**config.mk**
```make
export PLATFORM = sky130hd
export DESIGN_NAME = fsf_mul
export DESIGN_NICKNAME = d
export VERILOG_FILES = /design/src/rtl/fsf_pkg.sv /design/src/rtl/fsf_mul.sv
export SDC_FILE = /design/constraint.sdc
export NUM_CORES = 2
export LEC_CHECK = 0
export BUFFER_PORTS_ARGS = -buffer_cell sky130_fd_sc_hd__buf_2
export CAP_MARGIN = 20
export CORE_MARGIN = 3
export CORE_UTILIZATION = 59
export CTS_CLUSTER_DIAMETER = 60
export DETAILED_ROUTE_END_ITERATION = 16
export PLACE_DENSITY = 0.86
export SLEW_MARGIN = 5
export SYNTH_ARGS = -nofsm -noshare
export SYNTH_HDL_FRONTEND = slang
export SYNTH_SLANG_ARGS = --single-unit
export TNS_END_PERCENT = 20
```
**constraint.sdc**
```tcl
create_clock -name aclk -period 6.18 [get_ports aclk]
set_input_delay 0.927 -clock aclk [delete_from_list [all_inputs] [get_ports aclk]]
set_output_delay 0.927 -clock aclk [all_outputs]
set_load 0.005 [all_outputs]
```
**src/rtl/fsf_pkg.sv**
```systemverilog
// ----------------------------------------------------------------------------
// fsf_pkg
// shared types, constants and fixed-point helpers of the frequency sampling
// filter
// ----------------------------------------------------------------------------
package fsf_pkg;

    localparam int COMB_LEN_DEF = 64;
    localparam int MAX_RES_DEF  = 33;

    localparam int SAMPLE_W = 16;
    localparam int FACTOR_W = 17;
    localparam int COEF_W   = 18;
    localparam int STATE_W  = 32;
    localparam int OP_B_W   = 32;
    localparam int PROD_W   = COEF_W + OP_B_W;
    localparam int D_W      = 18;
    localparam int U_W      = 20;
    localparam int FB_W     = PROD_W + 1;
    localparam int CNT6_W   = 6;
    localparam int ADDR_W   = 5;
    localparam int DATA_W   = 32;

    // register indexes, one word apart
    localparam logic [2:0] REG_COMB_N_FACTOR = 3'd0;
    localparam logic [2:0] REG_COMB2_FACTOR  = 3'd1;
    localparam logic [2:0] REG_RES_COUNT     = 3'd2;
    localparam logic [2:0] REG_RES_INDEX     = 3'd3;
    localparam logic [2:0] REG_RES_COEFF1    = 3'd4;
    localparam logic [2:0] REG_RES_COEFF2    = 3'd5;
    localparam logic [2:0] REG_RES_GAIN      = 3'd6;

    typedef enum logic [3:0] {
        S_CLEAR,
        S_IDLE,
        S_LMUL,
        S_SMUL,
        S_SADD,
        S_RA,
        S_RB,
        S_RF,
        S_RY,
        S_RG,
        S_RACC,
        S_OUT
    } fsf_state_t;

    typedef struct packed {
        logic signed [FACTOR_W-1:0] comb_n_factor;
        logic signed [FACTOR_W-1:0] comb2_factor;
        logic        [CNT6_W-1:0]   res_count;
    } fsf_cfg_t;

    typedef struct packed {
        logic                       we;
        logic        [CNT6_W-1:0]   index;
        logic signed [COEF_W-1:0]   a;
        logic signed [FACTOR_W-1:0] b;
        logic signed [COEF_W-1:0]   gain;
    } fsf_coef_wr_t;

    // add half an lsb and shift right by 16, rounding to nearest with ties toward plus infinity
    function automatic logic signed [63:0] rnd16(input logic signed [63:0] v);
        logic signed [63:0] t;
        t = v + 64'sd32768;
        return t >>> 16;
    endfunction

    // saturate to a w-bit signed range
    function automatic logic signed [63:0] sat_w(input logic signed [63:0] v,
                                                 input int w);
        logic signed [63:0] hi;
        logic signed [63:0] lo;
        hi = (64'sd1 <<< (w - 1)) - 64'sd1;
        lo = -hi - 64'sd1;
        if (v > hi) begin
            return hi;
        end else if (v < lo) begin
            return lo;
        end
        return v;
    endfunction

endpackage

```
**src/rtl/fsf_mul.sv**
```systemverilog
// ----------------------------------------------------------------------------
// fsf_mul
// shared signed 18 x 32 multiplier with registered product
// ----------------------------------------------------------------------------
module fsf_mul
    import fsf_pkg::*;
(
    input  logic                     aclk,
    input  logic signed [COEF_W-1:0] op_a,
    input  logic signed [OP_B_W-1:0] op_b,
    output logic signed [PROD_W-1:0] prod
);

    logic signed [PROD_W-1:0] prod_reg;
    logic signed [PROD_W-1:0] prod_next;

    assign prod_next = PROD_W'(op_a) * PROD_W'(op_b);

    always_ff @(posedge aclk) begin
        prod_reg <= prod_next;
    end

    assign prod = prod_reg;

endmodule

```
## Yosys cells after proc, flatten, opt, wreduce, memory -nomap -nowiden

Cells that the tools add are included.

| word-level totals | value |
|---|---|
| register bits | 50 |
| bits in latches | 0 |
| bits in writable memories | 0 |
| bits in read-only memories | 0 |
| memories kept | 0 |

| cells by class | value |
|---|---|
| $add $sub $neg | 0 |
| multipliers | 1 |
| divide/modulo/power cells | 0 |
| order comparisons | 0 |
| eq/ne operators | 0 |
| shift-type cells | 0 |
| mux-type cells | 0 |
| bitwise operators | 0 |
| reduce and logical (&&, ||, !) cells | 0 |

Operator list:

| operator | number |
|---|---|
| 18-bit by 32-bit multiplier with 50-bit output | 1 |

## Depth between registers and ports, before layout

| depth | value |
|---|---|
| depth in word-level cells | 1 |
| gate-level depth with buffers | 25 |
| mapped depth without buffers | 24 |

## Worst setup path before layout

No wires, ideal clock.

| timing path | value |
|---|---|
| path kind | input to register |
| from | input op_b[19] |
| to | register prod_reg[41], in the netlist prod[41] |
| library setup time | 0.123 ns |
| data arrival time | 6.597 ns |
| data required time | 6.057 ns |
| slack | -0.540 ns |
| stages | 21 |
| path buffers | 2 |
| cell sequence | clkbuf_1 > clkbuf_1 > nand2_1 > fa_1 > fa_1 > fa_1 > inv_1 > fa_1 > fa_1 > inv_1 > fa_1 > inv_1 > ha_1 > a2111oi_4 > o21ai_2 > a31oi_2 > nor2_1 > or3b_4 > a311o_1 > a211oi_1 > nor2_1 |

| between the ends | value |
|---|---|
| longest elaborated chain between the ends | 1 |

RTL lines:

| what | RTL line | text |
|---|---|---|
| start: declaration | fsf_mul.sv:10 | `input logic signed [OP_B_W-1:0] op_b,` |
| 18-bit by 32-bit multiplier with 50-bit output | fsf_mul.sv:17 | `assign prod_next = PROD_W'(op_a) * PROD_W'(op_b);` |
| via prod_next[41] | fsf_mul.sv:15 | `logic signed [PROD_W-1:0] prod_next;` |
| end signal: assignment | fsf_mul.sv:20 | `prod_reg <= prod_next;` |
| end: declaration | fsf_mul.sv:14 | `logic signed [PROD_W-1:0] prod_reg;` |

The timed path passes the listed nets, and every way through them passes these cells.

## Final worst setup path

| timing path | value |
|---|---|
| from | input op_a[11] |
| to | register prod_reg[38], in the netlist prod[38] |

| between the ends | value |
|---|---|
| longest elaborated chain between the ends | 1 |

RTL lines:

| what | RTL line | text |
|---|---|---|
| start: declaration | fsf_mul.sv:9 | `input logic signed [COEF_W-1:0] op_a,` |
| 18-bit by 32-bit multiplier with 50-bit output | fsf_mul.sv:17 |  |
| via prod_next[38] | fsf_mul.sv:15 |  |

The timed path passes the listed nets, and every way through them passes these cells.

==> results.yml <==
die:
  start_util_pct: 60.2
  dieArea_sq_um: 37600
  num_rows: 68
  ios: 101
  die_y_microns: 194
  fp.coreArea_sq_um: 34600
  die_width_microns: 194
yosys:
  synth_area_leader_cell: "fa_1"
  yosysWarnings: 0
  async_flop_share_pct: 0
  netlist_top_cells_area: "fa_1 (53%), inv_1 (11%), ha_1 (7.3%), and2_1 (6.9%), nand2_1 (6.1%)"
  synth_flop_cell: "dfxtp_1"
  ys_seq_elements: 50
  ys_types: 56
  synth_seq_area_share_pct: 4.81
  synth_edf_count: 0
  synth_top_cell_area_share_pct: 53.1
  syn-cell-area_sq_um: 20800
  syn_nets: 3021
  avgSynthCellArea_sq_um: 9.07
  netlist_instances: 2296
finish:
  final_common_cell: "inv_1"
  area_growth_syn_to_layout_pct: 23.1
  drive_gt1_share_pct: 22.5
  fin_util_pct: 74.0
  design_area_sq_um: 25600
  largest_register_ff_count: 50
  fin_cells: 3069
  layout_common_cells: "inv_1 (602), fa_1 (525), nand2_1 (332), buf_4 (264), and2_1 (211)"
  nets: 3337
setup_path:
  required_ps: 6440
  cpMostUsedCell: "fa_1"
  cp_cell_sequence: "buf_12 -> buf_12 -> buf_12 -> buf_8 -> nand2_4 -> fa_1 -> inv_2 -> fa_1 -> fa_1 -> fa_1 -> fa_1 -> inv_2 -> fa_1 -> inv_2 -> ha_4 -> and3_4 -> and2_4 -> a221o_1 -> o21ai_4 -> buf_12 -> a31oi_4 -> o21ai_1 -> or4b_4 -> o311ai_4"
  critPathSlowestCell: "fa_1"
  worst_setup_path_start_kind: "input pin"
  cp-end-kind: "flip-flop"
  path_max_fanout: 4
  path_class: "in -> reg"
  arrival_ps: 6810
  slowest_delay_ps: 560
placement:
  post-place-ws_ps: -1080
  placed_area_sq_um: 24000
  dp_hpwl_microns: 50200
  dp.cells: 3024
  globalplace.congestion: 0.978
  io_buffers: 100
timing:
  rsz0062_at_grt: "yes"
  min_period_over_period_pct: 106
  slew_headroom_pct: 62.5
  report.final.slew_viol_count: 0
  setup_viol: 20
  worstMarginPinSlew_ps: 560
  worst_slack_ps: -374
  hold_viol: 0
  max_freq_ghz: 0.153
  fin_crit_ps: 6550
run_status:
  violations: "setup timing"
  outcome: "finished, violations left"
routing:
  firstDrtPassIters: 13
  routed_wl_microns: 62800
  wl_per_cell_microns: 20.4
  drc: 0
  ant_nets: 0
  initialDrtViolationCount: 1336
  viasPerCell: 5.53
  vias: 16979
clock_network:
  htreeDepth: 2
  clock_path_buffers: 2
  cts_tree: "built"
  cts_buffers: 5
  clk_pin_slew_ps: 70
  holdBufCountCts: 0
  cts_sinks: 50
  root_buffer: "clkbuf_16"
job:
  drv_cap: 0
global_routing:
  grt_max_degree: 24
  grt_pass1_wl_microns: 101000
  antenna_found_initial: 2
  grt_usage_pct: 34.4
  grt_pass1_vias: 19536
  grt-ovfl-total: 0
hold_path:
  worstHoldPathType: "in -> reg"
==> cells by family after synthesis <==
logic type | Yosys count | synth area share [%]
flops | 50 | 4.81
xor+xnor | 50 | 2.10
compound gates | 139 | 4.45
mux | 1 | 0.0481
simple gates | 656 | 15.1
buf+inv | 726 | 13.1
fa+ha+maj | 674 | 60.4
==> final cells by class <==
cell class | count | area (sq um)
inverter | 624 | 2350
clock inverter | 3 | 40.0
multi-input combinational | 1520 | 18000
tap | 455 | 569
clock buffer | 5 | 125
fill | 2159 | 8990
antenna | 1 | 2.50
timing repair buffer | 411 | 3570
sequential | 50 | 1000
==> metal layers <==
layer | track usage [%] | part of all wire [%] | routed length, microns | vias up
met2 | 59.2 | 51 | 31700 | 944
met4 | 19.4 | 6.4 | 4000 | 2
met5 | 0 | 0.021 | 13 | -
met3 | 7.85 | 9.1 | 5730 | 283
li1 | - | - | - | 7167
met1 | 39.9 | 34 | 21300 | 8583
==> cells in the mapped netlist (2+ instances only) <==
library cell / number
a21oi_1: 45
nand2_1: 340
and2_1: 231
nand4_1: 4
o21bai_1: 6
nor2b_1: 3
buf_1: 2
ha_1: 121
inv_1: 623
nand2b_1: 14
nor2_1: 44
fa_1: 553
o211ai_1: 6
nand3_1: 4
nor3_1: 6
a31oi_1: 9
a211oi_1: 4
a311oi_1: 2
a21o_1: 16
dfxtp_1: 50
o21ai_1: 7
xor2_1: 15
clkbuf_1: 99
o21ai_0: 16
xnor2_1: 35
o21a_1: 7
a311o_1: 2
o21ai_2: 2
and3_1: 3
==> stage by stage <==
step | TNS, ps | hold slack (ps)
global route | -6810 | 1060
detailed placement | -19830 | 1310
floorplan | -304 | 1050
finish | -3840 | 1050
CTS | -2950 | 1040
global placement | -15070 | 1300
==> worst paths after layout <==
kind                  startpoint          endpoint  slack (ps)  cells after the start
worst max-delay path    op_a[11]  prod[38]$_DFF_P_        -370                     24
worst min-delay path     op_a[1]   prod[1]$_DFF_P_        1050                      3
==> worst max-delay path: cells and delay by family <==
| family | cells | cell delay, ps |
|---|---|---|
| compound gates | 5 | 930 |
| fa+ha+maj | 7 | 3350 |
| simple gates | 4 | 870 |
| buf+inv | 8 | 740 |
==> what timing repair did <==
item,CTS,global route
resized for setup,148,123
setup endpoints to repair,26,27
gates cloned,2,1
setup buffers,21,15
pin swaps,61,81
Power is left out: the tool's default activity adds up to more than one toggle a clock period on the data nets, which glitch-free logic cannot reach.
