--- src/rtl/fsf_pkg.sv ---
// ----------------------------------------------------------------------------
// fsf_pkg
// shared types, constants and fixed-point helpers of the frequency sampling
// filter
// ----------------------------------------------------------------------------
package fsf_pkg;

    localparam int COMB_LEN_DEF = 64;
    localparam int MAX_RES_DEF  = 33;

    localparam int SAMPLE_W = 16;
    localparam int FACTOR_W = 17;
    localparam int COEF_W   = 18;
    localparam int STATE_W  = 32;
    localparam int OP_B_W   = 32;
    localparam int PROD_W   = COEF_W + OP_B_W;
    localparam int D_W      = 18;
    localparam int U_W      = 20;
    localparam int FB_W     = PROD_W + 1;
    localparam int CNT6_W   = 6;
    localparam int ADDR_W   = 5;
    localparam int DATA_W   = 32;

    // register indexes, one word apart
    localparam logic [2:0] REG_COMB_N_FACTOR = 3'd0;
    localparam logic [2:0] REG_COMB2_FACTOR  = 3'd1;
    localparam logic [2:0] REG_RES_COUNT     = 3'd2;
    localparam logic [2:0] REG_RES_INDEX     = 3'd3;
    localparam logic [2:0] REG_RES_COEFF1    = 3'd4;
    localparam logic [2:0] REG_RES_COEFF2    = 3'd5;
    localparam logic [2:0] REG_RES_GAIN      = 3'd6;

    typedef enum logic [3:0] {
        S_CLEAR,
        S_IDLE,
        S_LMUL,
        S_SMUL,
        S_SADD,
        S_RA,
        S_RB,
        S_RF,
        S_RY,
        S_RG,
        S_RACC,
        S_OUT
    } fsf_state_t;

    typedef struct packed {
        logic signed [FACTOR_W-1:0] comb_n_factor;
        logic signed [FACTOR_W-1:0] comb2_factor;
        logic        [CNT6_W-1:0]   res_count;
    } fsf_cfg_t;

    typedef struct packed {
        logic                       we;
        logic        [CNT6_W-1:0]   index;
        logic signed [COEF_W-1:0]   a;
        logic signed [FACTOR_W-1:0] b;
        logic signed [COEF_W-1:0]   gain;
    } fsf_coef_wr_t;

    // add half an lsb and shift right by 16, rounding to nearest with ties toward plus infinity
    function automatic logic signed [63:0] rnd16(input logic signed [63:0] v);
        logic signed [63:0] t;
        t = v + 64'sd32768;
        return t >>> 16;
    endfunction

    // saturate to a w-bit signed range
    function automatic logic signed [63:0] sat_w(input logic signed [63:0] v,
                                                 input int w);
        logic signed [63:0] hi;
        logic signed [63:0] lo;
        hi = (64'sd1 <<< (w - 1)) - 64'sd1;
        lo = -hi - 64'sd1;
        if (v > hi) begin
            return hi;
        end else if (v < lo) begin
            return lo;
        end
        return v;
    endfunction

endpackage

--- src/rtl/fsf_apb_regs.sv ---
// ----------------------------------------------------------------------------
// fsf_apb_regs
// configuration registers behind the apb port, gain write commits an entry
// ----------------------------------------------------------------------------
module fsf_apb_regs
    import fsf_pkg::*;
#(
    parameter int MAX_RES = MAX_RES_DEF
) (
    input  logic               aclk,
    input  logic               aresetn,
    input  logic               psel,
    input  logic               penable,
    input  logic               pwrite,
    input  logic [ADDR_W-1:0]  paddr,
    input  logic [DATA_W-1:0]  pwdata,
    output logic [DATA_W-1:0]  prdata,
    output logic               pready,
    output fsf_cfg_t           cfg,
    output fsf_coef_wr_t       coef_wr
);

    logic signed [FACTOR_W-1:0] comb_n_reg;
    logic signed [FACTOR_W-1:0] comb2_reg;
    logic        [CNT6_W-1:0]   count_reg;
    logic        [CNT6_W-1:0]   index_reg;
    logic signed [COEF_W-1:0]   coeff1_reg;
    logic signed [FACTOR_W-1:0] coeff2_reg;
    logic signed [COEF_W-1:0]   gain_reg;
    logic                       wr_en;
    logic        [2:0]          idx;

    assign pready = 1'b1;
    assign wr_en  = psel && penable && pwrite;
    assign idx    = paddr[4:2];

    always_ff @(posedge aclk) begin
        if (!aresetn) begin
            comb_n_reg <= '0;
            comb2_reg  <= '0;
            count_reg  <= '0;
            index_reg  <= '0;
            coeff1_reg <= '0;
            coeff2_reg <= '0;
            gain_reg   <= '0;
        end else if (wr_en) begin
            unique case (idx)
                REG_COMB_N_FACTOR: comb_n_reg <= pwdata[FACTOR_W-1:0];
                REG_COMB2_FACTOR:  comb2_reg  <= pwdata[FACTOR_W-1:0];
                REG_RES_COUNT:     count_reg  <= pwdata[CNT6_W-1:0];
                REG_RES_INDEX:     index_reg  <= pwdata[CNT6_W-1:0];
                REG_RES_COEFF1:    coeff1_reg <= pwdata[COEF_W-1:0];
                REG_RES_COEFF2:    coeff2_reg <= pwdata[FACTOR_W-1:0];
                REG_RES_GAIN:      gain_reg   <= pwdata[COEF_W-1:0];
                default: ;
            endcase
        end
    end

    always_comb begin
        unique case (idx)
            REG_COMB_N_FACTOR: prdata = DATA_W'($unsigned(comb_n_reg));
            REG_COMB2_FACTOR:  prdata = DATA_W'($unsigned(comb2_reg));
            REG_RES_COUNT:     prdata = DATA_W'(count_reg);
            REG_RES_INDEX:     prdata = DATA_W'(index_reg);
            REG_RES_COEFF1:    prdata = DATA_W'($unsigned(coeff1_reg));
            REG_RES_COEFF2:    prdata = DATA_W'($unsigned(coeff2_reg));
            REG_RES_GAIN:      prdata = DATA_W'($unsigned(gain_reg));
            default:           prdata = '0;
        endcase
    end

    assign cfg.comb_n_factor = comb_n_reg;
    assign cfg.comb2_factor  = comb2_reg;
    assign cfg.res_count     = count_reg;

    // entries past the table are dropped
    assign coef_wr.we    = wr_en && (idx == REG_RES_GAIN) && (32'(index_reg) < MAX_RES);
    assign coef_wr.index = index_reg;
    assign coef_wr.a     = coeff1_reg;
    assign coef_wr.b     = coeff2_reg;
    assign coef_wr.gain  = pwdata[COEF_W-1:0];

endmodule

--- config.mk ---
export PLATFORM = sky130hd
export DESIGN_NAME = fsf_apb_regs
export DESIGN_NICKNAME = d
export VERILOG_FILES = /design/src/rtl/fsf_pkg.sv /design/src/rtl/fsf_apb_regs.sv
export SDC_FILE = /design/constraint.sdc
export NUM_CORES = 1
export LEC_CHECK = 0
export BUFFER_PORTS_ARGS = -buffer_cell sky130_fd_sc_hd__buf_4
export CAP_MARGIN = 10
export CORE_MARGIN = 2
export CORE_UTILIZATION = 51
export CTS_BUF_LIST = sky130_fd_sc_hd__clkbuf_4 sky130_fd_sc_hd__clkbuf_8
export DETAILED_ROUTE_END_ITERATION = 10
export GPL_TIMING_DRIVEN = 1
export PLACE_DENSITY_LB_ADDON = 0.2
export RECOVER_POWER = 50
export SLEW_MARGIN = 20
export SYNTH_ARGS = -nofsm -noshare
export SYNTH_HDL_FRONTEND = slang
export SYNTH_SLANG_ARGS = --single-unit
--- constraint.sdc ---
create_clock -name aclk -period 1.6 [get_ports aclk]
set_clock_uncertainty 0.1 [all_clocks]
set_input_delay 0.08 -clock aclk [delete_from_list [all_inputs] [get_ports aclk]]
set_output_delay 0.08 -clock aclk [all_outputs]
set_load 0.02 [all_outputs]
## After elaboration in Yosys (flattened, before gate mapping)

Index checks and enable logic that the tools add are counted.

| operators by class | value |
|---|---|
| multiply operators | 0 |
| add/sub/neg operators | 0 |
| divide/modulo/power cells | 0 |
| bitwise logic cells | 0 |
| equal/unequal tests | 6 |
| shift-type cells | 0 |
| reduce and logical (&&, ||, !) cells | 12 |
| muxes and demuxes | 1 |
| $lt $le $gt $ge | 1 |

Operator list:

| cell | count |
|---|---|
| $pmux 18 s7 | 1 |
| $reduce_and 2->1 | 7 |
| $eq 3x3->1 const B | 3 |
| $eq 3x2->1 const B | 2 |
| $lt 6x6->1 const B | 1 |
| $logic_and 1x1->1 | 4 |
| $eq 3x1->1 const B | 1 |
| $logic_not 3->1 | 1 |

| word-level totals | value |
|---|---|
| memory bits (read-only) | 0 |
| bits in registers | 99 |
| output and inout bits | 133 |
| memories | 0 |
| bits of input ports | 42 |
| bits in writable memories | 0 |
| word-level logic and storage cells | 27 |
| latch bits | 0 |

## Longest topological paths before layout

Gate-level depths: netlist (run 1).

| logic depth | value |
|---|---|
| depth in word-level cells | 4 |
| depth in mapped cells | 6 |
| depth with buffers taken out | 3 |

## Worst setup path before layout (run 1)

OpenSTA, ideal clock, no wires.

| timing path | value |
|---|---|
| kind | flip-flop to output port |
| start | reg index_reg[5] |
| end | out prdata[5] |
| path buffers | 0 |
| required time | 1,420 ps |
| slack | 40 ps |
| data arrival time | 1,380 ps |
| cell stages (with the launch flop) | 4 |
| path through | dfxtp_1 -> mux2i_1 -> o221a_2 -> a221oi_1 |

| on the way | value |
|---|---|
| longest elaborated chain between the ends | 1 |

Ends and longest elaborated chain:

| what | line | RTL |
|---|---|---|
| start: declaration | fsf_apb_regs.sv:26 | `logic [CNT6_W-1:0] index_reg;` |
| start signal: assignment | fsf_apb_regs.sv:51 | `REG_RES_INDEX: index_reg <= pwdata[CNT6_W-1:0];` |
| $pmux 18 s7 | fsf_apb_regs.sv:61 | `unique case (idx)` |
| end: declaration | fsf_apb_regs.sv:17 | `output logic [DATA_W-1:0] prdata,` |

No other way between the ends.

==> results of run 1 <==
logic make-up (layout without fill, tap and decap cells):
kind of cell | count (synthesis) | count (layout) | share of synthesized area [%]
compound gates | 35 | 35 | 6.150
buf+inv | 69 | 218 | 9.911
flops | 99 | 99 | 41.10
mux | 132 | 132 | 27.48
other cells | 2 | 15 | 0.1557
simple gates | 149 | 149 | 15.21
per-layer routing:
metal | global-route usage [%] | share of wire [%] | routed length (um) | vias up
li1 | - | - | - | 1948
met1 | 34.49 | 45 | 5936 | 1956
met2 | 40.19 | 47 | 6152 | 133
met3 | 3.865 | 5.7 | 741 | 20
met4 | 10.71 | 1.9 | 250 | 0
met5 | 0 | 0 | 0 | -
stage by stage:
step / worst slack [ns] / setup TNS (ns)
2_1_floorplan: 0.03968 / 0
3_3_place_gp: -0.1262 / -0.7964
3_5_place_dp: -0.1418 / -0.8493
4_1_cts: -0.1976 / -0.6039
5_1_grt: -0.2311 / -1.070
6_report: -0.1689 / -0.6048
power breakdown:
group          total, W  switching, W  internal [W]
logic          0.000584      0.000356      0.000228
clock network   0.00148      0.000902      0.000577
registers       0.00249     0.0000142       0.00248
total           0.00456       0.00127       0.00329
critical path: stages, from the launching register on:
cell	delay, ns
dfxtp_2	0.34
or4_4	0.51
o21ai_2	0.12
and2_4	0.15
buf_6	0.11
layout make-up:
type	instances	share of cell area, %
clock buffers	9	1.923
clock inverters	7	0.7963
inverters	4	0.2331
multi-input cells	331	39.37
flip-flops and latches	99	30.98
well taps	111	2.156
repair buffers	198	24.55
placed cells by master (no fill, tap or decap), drive strengths merged, types with 7 or more instances in the layout:
| cell | count |
|---|---|
| buf | 177 |
| mux2i | 129 |
| nand2 | 118 |
| dfxtp | 99 |
| clkbuf | 19 |
| conb | 15 |
| dlygate4sd3 | 11 |
| o221ai | 11 |
| nor2 | 9 |
| a22oi | 8 |
| nand3b | 8 |
| inv | 7 |
worst paths after layout:
check,depth (start not counted),slack (ns),end
max,4,-0.17,coef_wr[59]
min,3,0.01,coeff2_reg[15]
min reg2reg,2,0.36,gain_reg[3]
max reg2reg,4,0.67,index_reg[0]
timing repair:
item,4_1_cts,5_1_grt
hold endpoints to repair,43,0
pin swaps,5,4
setup buffers,7,3
hold buffers,11,0
setup endpoints to repair,14,15
gates resized for setup,23,17
==> results.sh, run 1 <==
export IMPL_grt_pass1_vias=3829
export IMPL_yosys_area_top_type="dfxtp_1"
export IMPL_ios=175
export IMPL_cts_tree="built"
export IMPL_regArea_um2=1996
export IMPL_nets=685
export IMPL_hpwl_mm=9.185
export IMPL_hold_start="pwdata[15]"
export IMPL_synth_edf_count=0
export IMPL_core_um2=9196
export IMPL_max_slew_margin_pct=51.36
export IMPL_grt_pass1_wl_mm=20.00
export IMPL_path_max_fanout=3
export IMPL_synth_async_reset_ratio_pct=0
export IMPL_status="complete, but fails checks"
export IMPL_synth_distinct_cells=35
export IMPL_clock_sinks=99
export IMPL_end_kind="primary output"
export IMPL_netlist_instances=486
export IMPL_num_rows=35
export IMPL_setup_violations_final=7
export IMPL_vias=4057
export IMPL_worstReg2RegStart="index_reg[0]"
export IMPL_viasPerCell=5.345
export IMPL_worstSetupPathType="flip-flop to primary output"
export IMPL_tightest_slew_ns=0.7295
export IMPL_die_area_um2=10250
export IMPL_whs_ns=0.01316
export IMPL_final_cells=759
export IMPL_antenna_found_initial=0
export IMPL_cts_buffer_depth=2
export IMPL_rsz0062_at_grt="yes"
export IMPL_finish_instance_area_um2=6442
export IMPL_ys_warn_count=0
export IMPL_overflow=0
export IMPL_initial_core_util_pct=52.44
export IMPL_chipWidth_um=101.2
export IMPL_clk_pin_slew_ns=0.10
export IMPL_grt_max_degree=51
export IMPL_hold_viol=0
export IMPL_wl_per_cell_um=17.23
export IMPL_portBuffers=143
export IMPL_die_h_um=101.2
export IMPL_drt_pass1_iter_count=4
export IMPL_fmax_mhz=565.3
export IMPL_layout_drive_gt1_share_pct=36.57
export IMPL_drtIter0Drc=172
export IMPL_synth_top_area_share_pct=41.10
export IMPL_fin_total_pwr_w=0.004557
export IMPL_wl_mm=13.08
export IMPL_fin_crit_ns=1.769
export IMPL_syn_avg_cell_area_um2=9.922
export IMPL_synth_area_top_cells="dfxtp_1 (41%), mux2i_1 (27%), nand2_1 (9.2%)"
export IMPL_areaGrowthSynthToFinish_pct=33.60
export IMPL_maxSlewViolCount=0
export IMPL_required_ns=1.42
export IMPL_ys_flop_type="dfxtp_1"
export IMPL_multi_input_area_um2=2536
export IMPL_ys_seq_elements=99
export IMPL_place_area_um2=5976
export IMPL_cts_root_buf="clkbuf_8"
export IMPL_startpoint="index_reg[0]"
export IMPL_yosysMostFrequentCell="mux2i_1"
export IMPL_fin_crit_sh_pct=110.6
export IMPL_cellLeakagePower_nw=2.718
export IMPL_final_setup_worst_slack_ns=-0.1689
export IMPL_max_vdd_ir_drop_uv=412.5
export IMPL_clk_latency_ns=0.37
export IMPL_violations="setup timing"
export IMPL_dpl_cell_count=722
export IMPL_ant_nets=0
export IMPL_synth_commonest_cells="mux2i_1 (129), nand2_1 (118), dfxtp_1 (99)"
export IMPL_grt_usage_pct=25.34
export IMPL_routabilityCongestion=0.8338
export IMPL_power_density_nw_per_um2=707.3
export IMPL_drc=0
export IMPL_htree_num_levels=3
export IMPL_synth_area_um2=4822
export IMPL_fin_util_pct=70.05
export IMPL_crit_arrival_ns=1.59
export IMPL_fillCellCount=705
export IMPL_n_antenna_cell=0
export IMPL_hold_path_class="primary input to flip-flop"
export IMPL_cts_buffers=9
export IMPL_cp_start_kind="flip-flop"
export IMPL_cap_violations=0
export IMPL_ys_seq_area_share_pct=41.10
(Power assumes the default switching activity.)
==> inputs of run 2 (changes only) <==
--- a/config.mk
+++ b/config.mk
@@ -12,7 +12,7 @@
 export CTS_BUF_LIST = sky130_fd_sc_hd__clkbuf_4 sky130_fd_sc_hd__clkbuf_8
 export DETAILED_ROUTE_END_ITERATION = 10
 export GPL_TIMING_DRIVEN = 1
-export PLACE_DENSITY_LB_ADDON = 0.2
+export PLACE_DENSITY_LB_ADDON = 0.25
 export RECOVER_POWER = 50
 export SLEW_MARGIN = 20
 export SYNTH_ARGS = -nofsm -noshare
==> run 2 against run 1 <==
Compared with the run above: the flow still finishes with violations (setup timing); sequential share of layout area increased by 1.8 points; register-to-register slack improved by 0.07 ns; setup slack got worse by 0.040 ns; first-iteration DRC count decreased by 0.58%; routed wire length decreased by 2.1%; combinational power decreased by 6.5%; via count decreased by 1.5%; global-route usage decreased by 0.71 points; power increased by 0.17%; non-clock buffer count decreased by 7; largest cell class unchanged.
==> results.sh, run 2 (synthesis results as in run 1) <==
export IMPL_status="complete, but fails checks"
export IMPL_violations="setup timing"
export IMPL_cts_buffer_depth=2
export IMPL_fin_crit_ns=1.809
export IMPL_clock_sinks=99
export IMPL_clk_latency_ns=0.36
export IMPL_core_um2=9196
export IMPL_maxSlewViolCount=0
export IMPL_finish_instance_area_um2=6092
export IMPL_grt_max_degree=64
export IMPL_drtIter0Drc=171
export IMPL_cts_root_buf="clkbuf_8"
export IMPL_grt_pass1_vias=3798
export IMPL_path_max_fanout=2
export IMPL_htree_num_levels=3
export IMPL_areaGrowthSynthToFinish_pct=26.34
export IMPL_grt_pass1_wl_mm=19.67
export IMPL_layout_common_cells="mux2i_1 (128), nand2_1 (118), buf_4 (89)"
export IMPL_fin_crit_sh_pct=113.0
export IMPL_grt_usage_pct=24.64
export IMPL_p_int_w=0.003330
export IMPL_antenna_found_initial=0
export IMPL_chipWidth_um=101.2
export IMPL_fin_total_pwr_w=0.004565
export IMPL_end_kind="primary output"
export IMPL_hpwl_mm=9.141
export IMPL_cts_tree="built"
export IMPL_power_switching_w=0.001234
export IMPL_cts_buffers=9
export IMPL_n_antenna_cell=0
export IMPL_ant_nets=0
export IMPL_hold_viol=0
export IMPL_viasPerCell=5.313
export IMPL_max_vdd_ir_drop_uv=464.2
export IMPL_drt_pass1_iter_count=5
export IMPL_dpl_cell_count=720
export IMPL_place_area_um2=5973
export IMPL_wl_mm=12.81
export IMPL_crit_arrival_ns=1.63
export IMPL_die_h_um=101.2
export IMPL_die_area_um2=10250
export IMPL_clk_pin_slew_ns=0.09
export IMPL_overflow=0
export IMPL_power_density_nw_per_um2=749.3
export IMPL_vias=3995
export IMPL_num_rows=35
export IMPL_layout_drive_gt1_share_pct=24.65
export IMPL_routabilityCongestion=0.8267
export IMPL_power_frac_seq_pct=54.6
export IMPL_fin_util_pct=66.24
export IMPL_nets=678
export IMPL_swShare_pct=27.04
export IMPL_clock_power_share_pct=33.4
export IMPL_cp_start_kind="flip-flop"
export IMPL_final_cells=752
export IMPL_initial_core_util_pct=52.44
export IMPL_rsz0062_at_grt="yes"
export IMPL_wl_per_cell_um=17.04
export IMPL_required_ns=1.42
export IMPL_worstSetupPathType="flip-flop to primary output"
export IMPL_pwr_share_comb_pct=12.0
export IMPL_cellLeakagePower_nw=2.373
export IMPL_pre_cts_slack_ns=-0.1395
export IMPL_fmax_mhz=552.9
export IMPL_hold_path_class="primary input to flip-flop"
export IMPL_ios=175
export IMPL_mostFrequentLayoutCell="mux2i_1"
export IMPL_drc=0
export IMPL_setup_violations_final=13
export IMPL_final_setup_worst_slack_ns=-0.2088
export IMPL_cap_violations=0
export IMPL_portBuffers=143
## run 2: changes by cell type in the layout (fill, tap and decap cells not counted), sizes merged
| cell | delta |
|---|---|
| dlygate4sd3 | -2 |
| clkinv | +1 |
| buf | -80 |
| inv | -3 |
| clkbuf | +77 |
## run 2: worst paths after layout
| path | end | cells past startpoint | slack [ns] | start |
|---|---|---|---|---|
| max reg2reg | index_reg[5] | 3 | 0.74 | index_reg[5] |
| max | coef_wr[59] | 4 | -0.21 | index_reg[0] |
| min | gain_reg[15] | 3 | 0.005 | pwdata[15] |
| min reg2reg | gain_reg[1] | 2 | 0.36 | gain_reg[1] |
## run 2: worst max-delay path, stage by stage (launching register included)
cell,delay (ns)
dfxtp_2,0.33
or4_4,0.53
o21ai_2,0.14
and2_4,0.16
buf_6,0.11
## run 2: final cells by class
cell class / instances / area [um2]
fill: 794 / 3104
multi-input combinational: 331 / 2522
sequential: 99 / 1996
timing repair buffer: 191 / 1231
clock buffer: 11 / 151.4
tap: 111 / 138.9
clock inverter: 5 / 37.54
inverter: 4 / 15.01
## run 2: timing repair
item,in CTS,in global routing
setup buffers,6,1
endpoints found under the hold margin,33,0
pin swaps,5,1
setup endpoints to repair,14,14
hold buffers,9,0
gates resized for setup,27,11
## run 2: routing by layer
| layer | vias to the layer above | global-route usage [%] | part of all wire (%) |
|---|---|---|---|
| li1 | 1937 | - | - |
| met1 | 1897 | 33.26 | 45 |
| met2 | 149 | 39.43 | 47 |
| met3 | 12 | 5.245 | 7.2 |
| met4 | 0 | 8.108 | 0.93 |
| met5 | - | 0 | 0 |
## run 2: stage by stage
step | setup TNS, ns | hold slack (ns)
finish | -0.9307 | 0.004830
global route | -2.421 | 0.01514
CTS | -0.4735 | 0.002883
detailed placement | -0.7234 | 0.2683
global placement | -0.5596 | 0.2675
floorplan | 0 | 0.1445
## run 2: power groups by stage
stage	Combinational [W]	Sequential, W	Clock [W]
floorplan	0.000359	0.00257	0
global placement	0.000531	0.00255	0
detailed placement	0.000538	0.00255	0
CTS	0.000569	0.00249	0.00156
global route	0.000582	0.00250	0.00166
finish	0.000546	0.00249	0.00152
==> inputs of run 3 (changes only) <==
--- a/config.mk
+++ b/config.mk
@@ -8,7 +8,7 @@
 export BUFFER_PORTS_ARGS = -buffer_cell sky130_fd_sc_hd__buf_4
 export CAP_MARGIN = 10
 export CORE_MARGIN = 2
-export CORE_UTILIZATION = 51
+export CORE_UTILIZATION = 55
 export CTS_BUF_LIST = sky130_fd_sc_hd__clkbuf_4 sky130_fd_sc_hd__clkbuf_8
 export DETAILED_ROUTE_END_ITERATION = 10
 export GPL_TIMING_DRIVEN = 1
==> constraint.sdc (replaced) <==
create_clock -name aclk -period 2.2 [get_ports aclk]
set_clock_uncertainty 0.1 [all_clocks]
set_input_delay 0.11 -clock aclk [delete_from_list [all_inputs] [get_ports aclk]]
set_output_delay 0.11 -clock aclk [all_outputs]
set_load 0.02 [all_outputs]
==> run 3 against run 2 <==
Compared with the run above: sequential power is 27% lower; clock power is 15% lower; clock-buffer cell count is 2 lower; routed wire length is 2.3% lower; highest routed layer unchanged; largest cell class unchanged; register-to-register slack better by 0.64 ns; the flow now finishes without violations; via count is 1.9% lower; global-route usage is 1.2 points higher.
==> results.sh, run 3 (synthesis results as in run 1) <==
export IMPL_mostFrequentLayoutCell="mux2i_1"
export IMPL_cts_tree="built"
export IMPL_cap_violations=0
export IMPL_grt_usage_pct=25.83
export IMPL_power_density_nw_per_um2=624.1
export IMPL_setup_violations_final=0
export IMPL_fillCellCount=805
export IMPL_max_vdd_ir_drop_uv=383.8
export IMPL_drc=0
export IMPL_num_rows=34
export IMPL_worstPathCellList="buf_4 > nand4b_1 > nor2_8 > and2_1 > buf_4"
export IMPL_fin_crit_ns=1.990
export IMPL_die_h_um=97.64
export IMPL_antenna_found_initial=0
export IMPL_pre_cts_slack_ns=0.2919
export IMPL_status="finished, final reports clean"
export IMPL_end_kind="primary output"
export IMPL_worstSetupPathType="primary input to primary output"
export IMPL_crit_family="simple AND/OR/NAND/NOR gates"
export IMPL_ios=175
export IMPL_maxSlewViolCount=0
export IMPL_required_ns=1.99
export IMPL_cpPeakStageDelay_ns=0.74
export IMPL_overflow=0
export IMPL_grt_max_degree=53
export IMPL_path_max_fanout=23
export IMPL_layout_common_cells="mux2i_1 (129), nand2_1 (118), dfxtp_1 (99), clkbuf_1 (99), buf_4 (49)"
export IMPL_chipWidth_um=97.64
export IMPL_startpoint="paddr[2]"
export IMPL_core_um2=8593
export IMPL_rsz0062_at_grt="no"
export IMPL_max_slew_margin_pct=26.92
export IMPL_viasPerCell=5.526
export IMPL_hpwl_mm=8.629
export IMPL_tightest_slew_ns=1.092
export IMPL_crit_arrival_ns=1.78
export IMPL_hold_path_class="primary input to flip-flop"
export IMPL_vias=3918
export IMPL_cp_start_kind="primary input"
export IMPL_areaGrowthSynthToFinish_pct=14.69
export IMPL_portBuffers=143
export IMPL_cts_buffers=9
export IMPL_cellLeakagePower_nw=2.057
export IMPL_clock_sinks=99
export IMPL_fin_crit_sh_pct=90.43
export IMPL_grt_pass1_vias=3873
export IMPL_die_area_um2=9533
export IMPL_cp_buffers_inverters=2
export IMPL_routabilityCongestion=0.9027
export IMPL_grt_pass1_wl_mm=19.70
export IMPL_drt_pass1_iter_count=4
export IMPL_drtIter0Drc=216
export IMPL_nets=638
export IMPL_hold_viol=0
export IMPL_fin_total_pwr_w=0.003451
export IMPL_wl_per_cell_um=17.66
export IMPL_cp_slowest_cell="nand4b_1"
export IMPL_worstReg2RegStart="index_reg[0]"
export IMPL_cts_buffer_depth=2
export IMPL_cts_root_buf="clkbuf_8"
export IMPL_n_antenna_cell=0
export IMPL_ant_nets=0
export IMPL_fmax_mhz=502.6
export IMPL_setup_tns_ns=0
export IMPL_clk_latency_ns=0.36
export IMPL_crit_top_cell="buf_4"
export IMPL_wl_mm=12.52
export IMPL_final_setup_worst_slack_ns=0.2105
export IMPL_htree_num_levels=3
export IMPL_clk_pin_slew_ns=0.10
export IMPL_whs_ns=0.008990
export IMPL_hold_start="pwdata[15]"
export IMPL_post_cts_resized=0
export IMPL_initial_core_util_pct=56.12
export IMPL_layout_drive_gt1_share_pct=13.14
## run 3: final timing paths
check	slack, ns	cells past startpoint	to
max	0.21	5	coef_wr[59]
min	0.009	3	comb_n_reg[15]
max reg2reg	1.38	2	index_reg[0]
min reg2reg	0.36	2	gain_reg[3]
## run 3: stage by stage
step           cell area, um2  util (%)  instances
2_1_floorplan            4871         -        499
3_3_place_gp             5694     66.26        692
3_5_place_dp             5694     66.26        692
4_1_cts                  5927     68.97        709
5_1_grt                  5530     64.36        709
6_report                 5530     64.36        709
## run 3: timing repair
| item | in CTS | in global routing |
|---|---|---|
| hold endpoints to repair | 2 | 0 |
| hold buffers | 1 | 0 |
| setup buffers | 0 | 0 |
| endpoints found under the setup margin | 0 | 0 |
## run 3: worst min-delay path, delay by kind of cell
kind,cells,cell delay (ns)
and+or+nand+nor,1,0.11
buffers and inverters,1,0.08
muxes,1,0.14
## run 3: power breakdown
part | switching [W] | internal (W)
clock network | 0.000645 | 0.000649
registers | 0.0000105 | 0.00180
logic | 0.000239 | 0.000104
## run 3: routing by layer
metal | share of wire [%] | GRT usage (%) | vias to the layer above
met5 | 0 | 0 | -
met4 | 1.6 | 8.761 | 0
met3 | 8.0 | 5.683 | 17
met2 | 48 | 43.40 | 169
met1 | 42 | 32.88 | 1872
li1 | - | - | 1860
## run 3: area by class of cell
| cell class | count | area [um2] | share of cell area (%) |
|---|---|---|---|
| sequential | 99 | 1982 | 35.84 |
| clock inverter | 7 | 98.84 | 1.787 |
| clock buffer | 9 | 123.9 | 2.240 |
| tap | 108 | 135.1 | 2.443 |
| multi-input combinational | 331 | 2386 | 43.14 |
| inverter | 4 | 15.01 | 0.2715 |
| timing repair buffer | 151 | 789.5 | 14.28 |
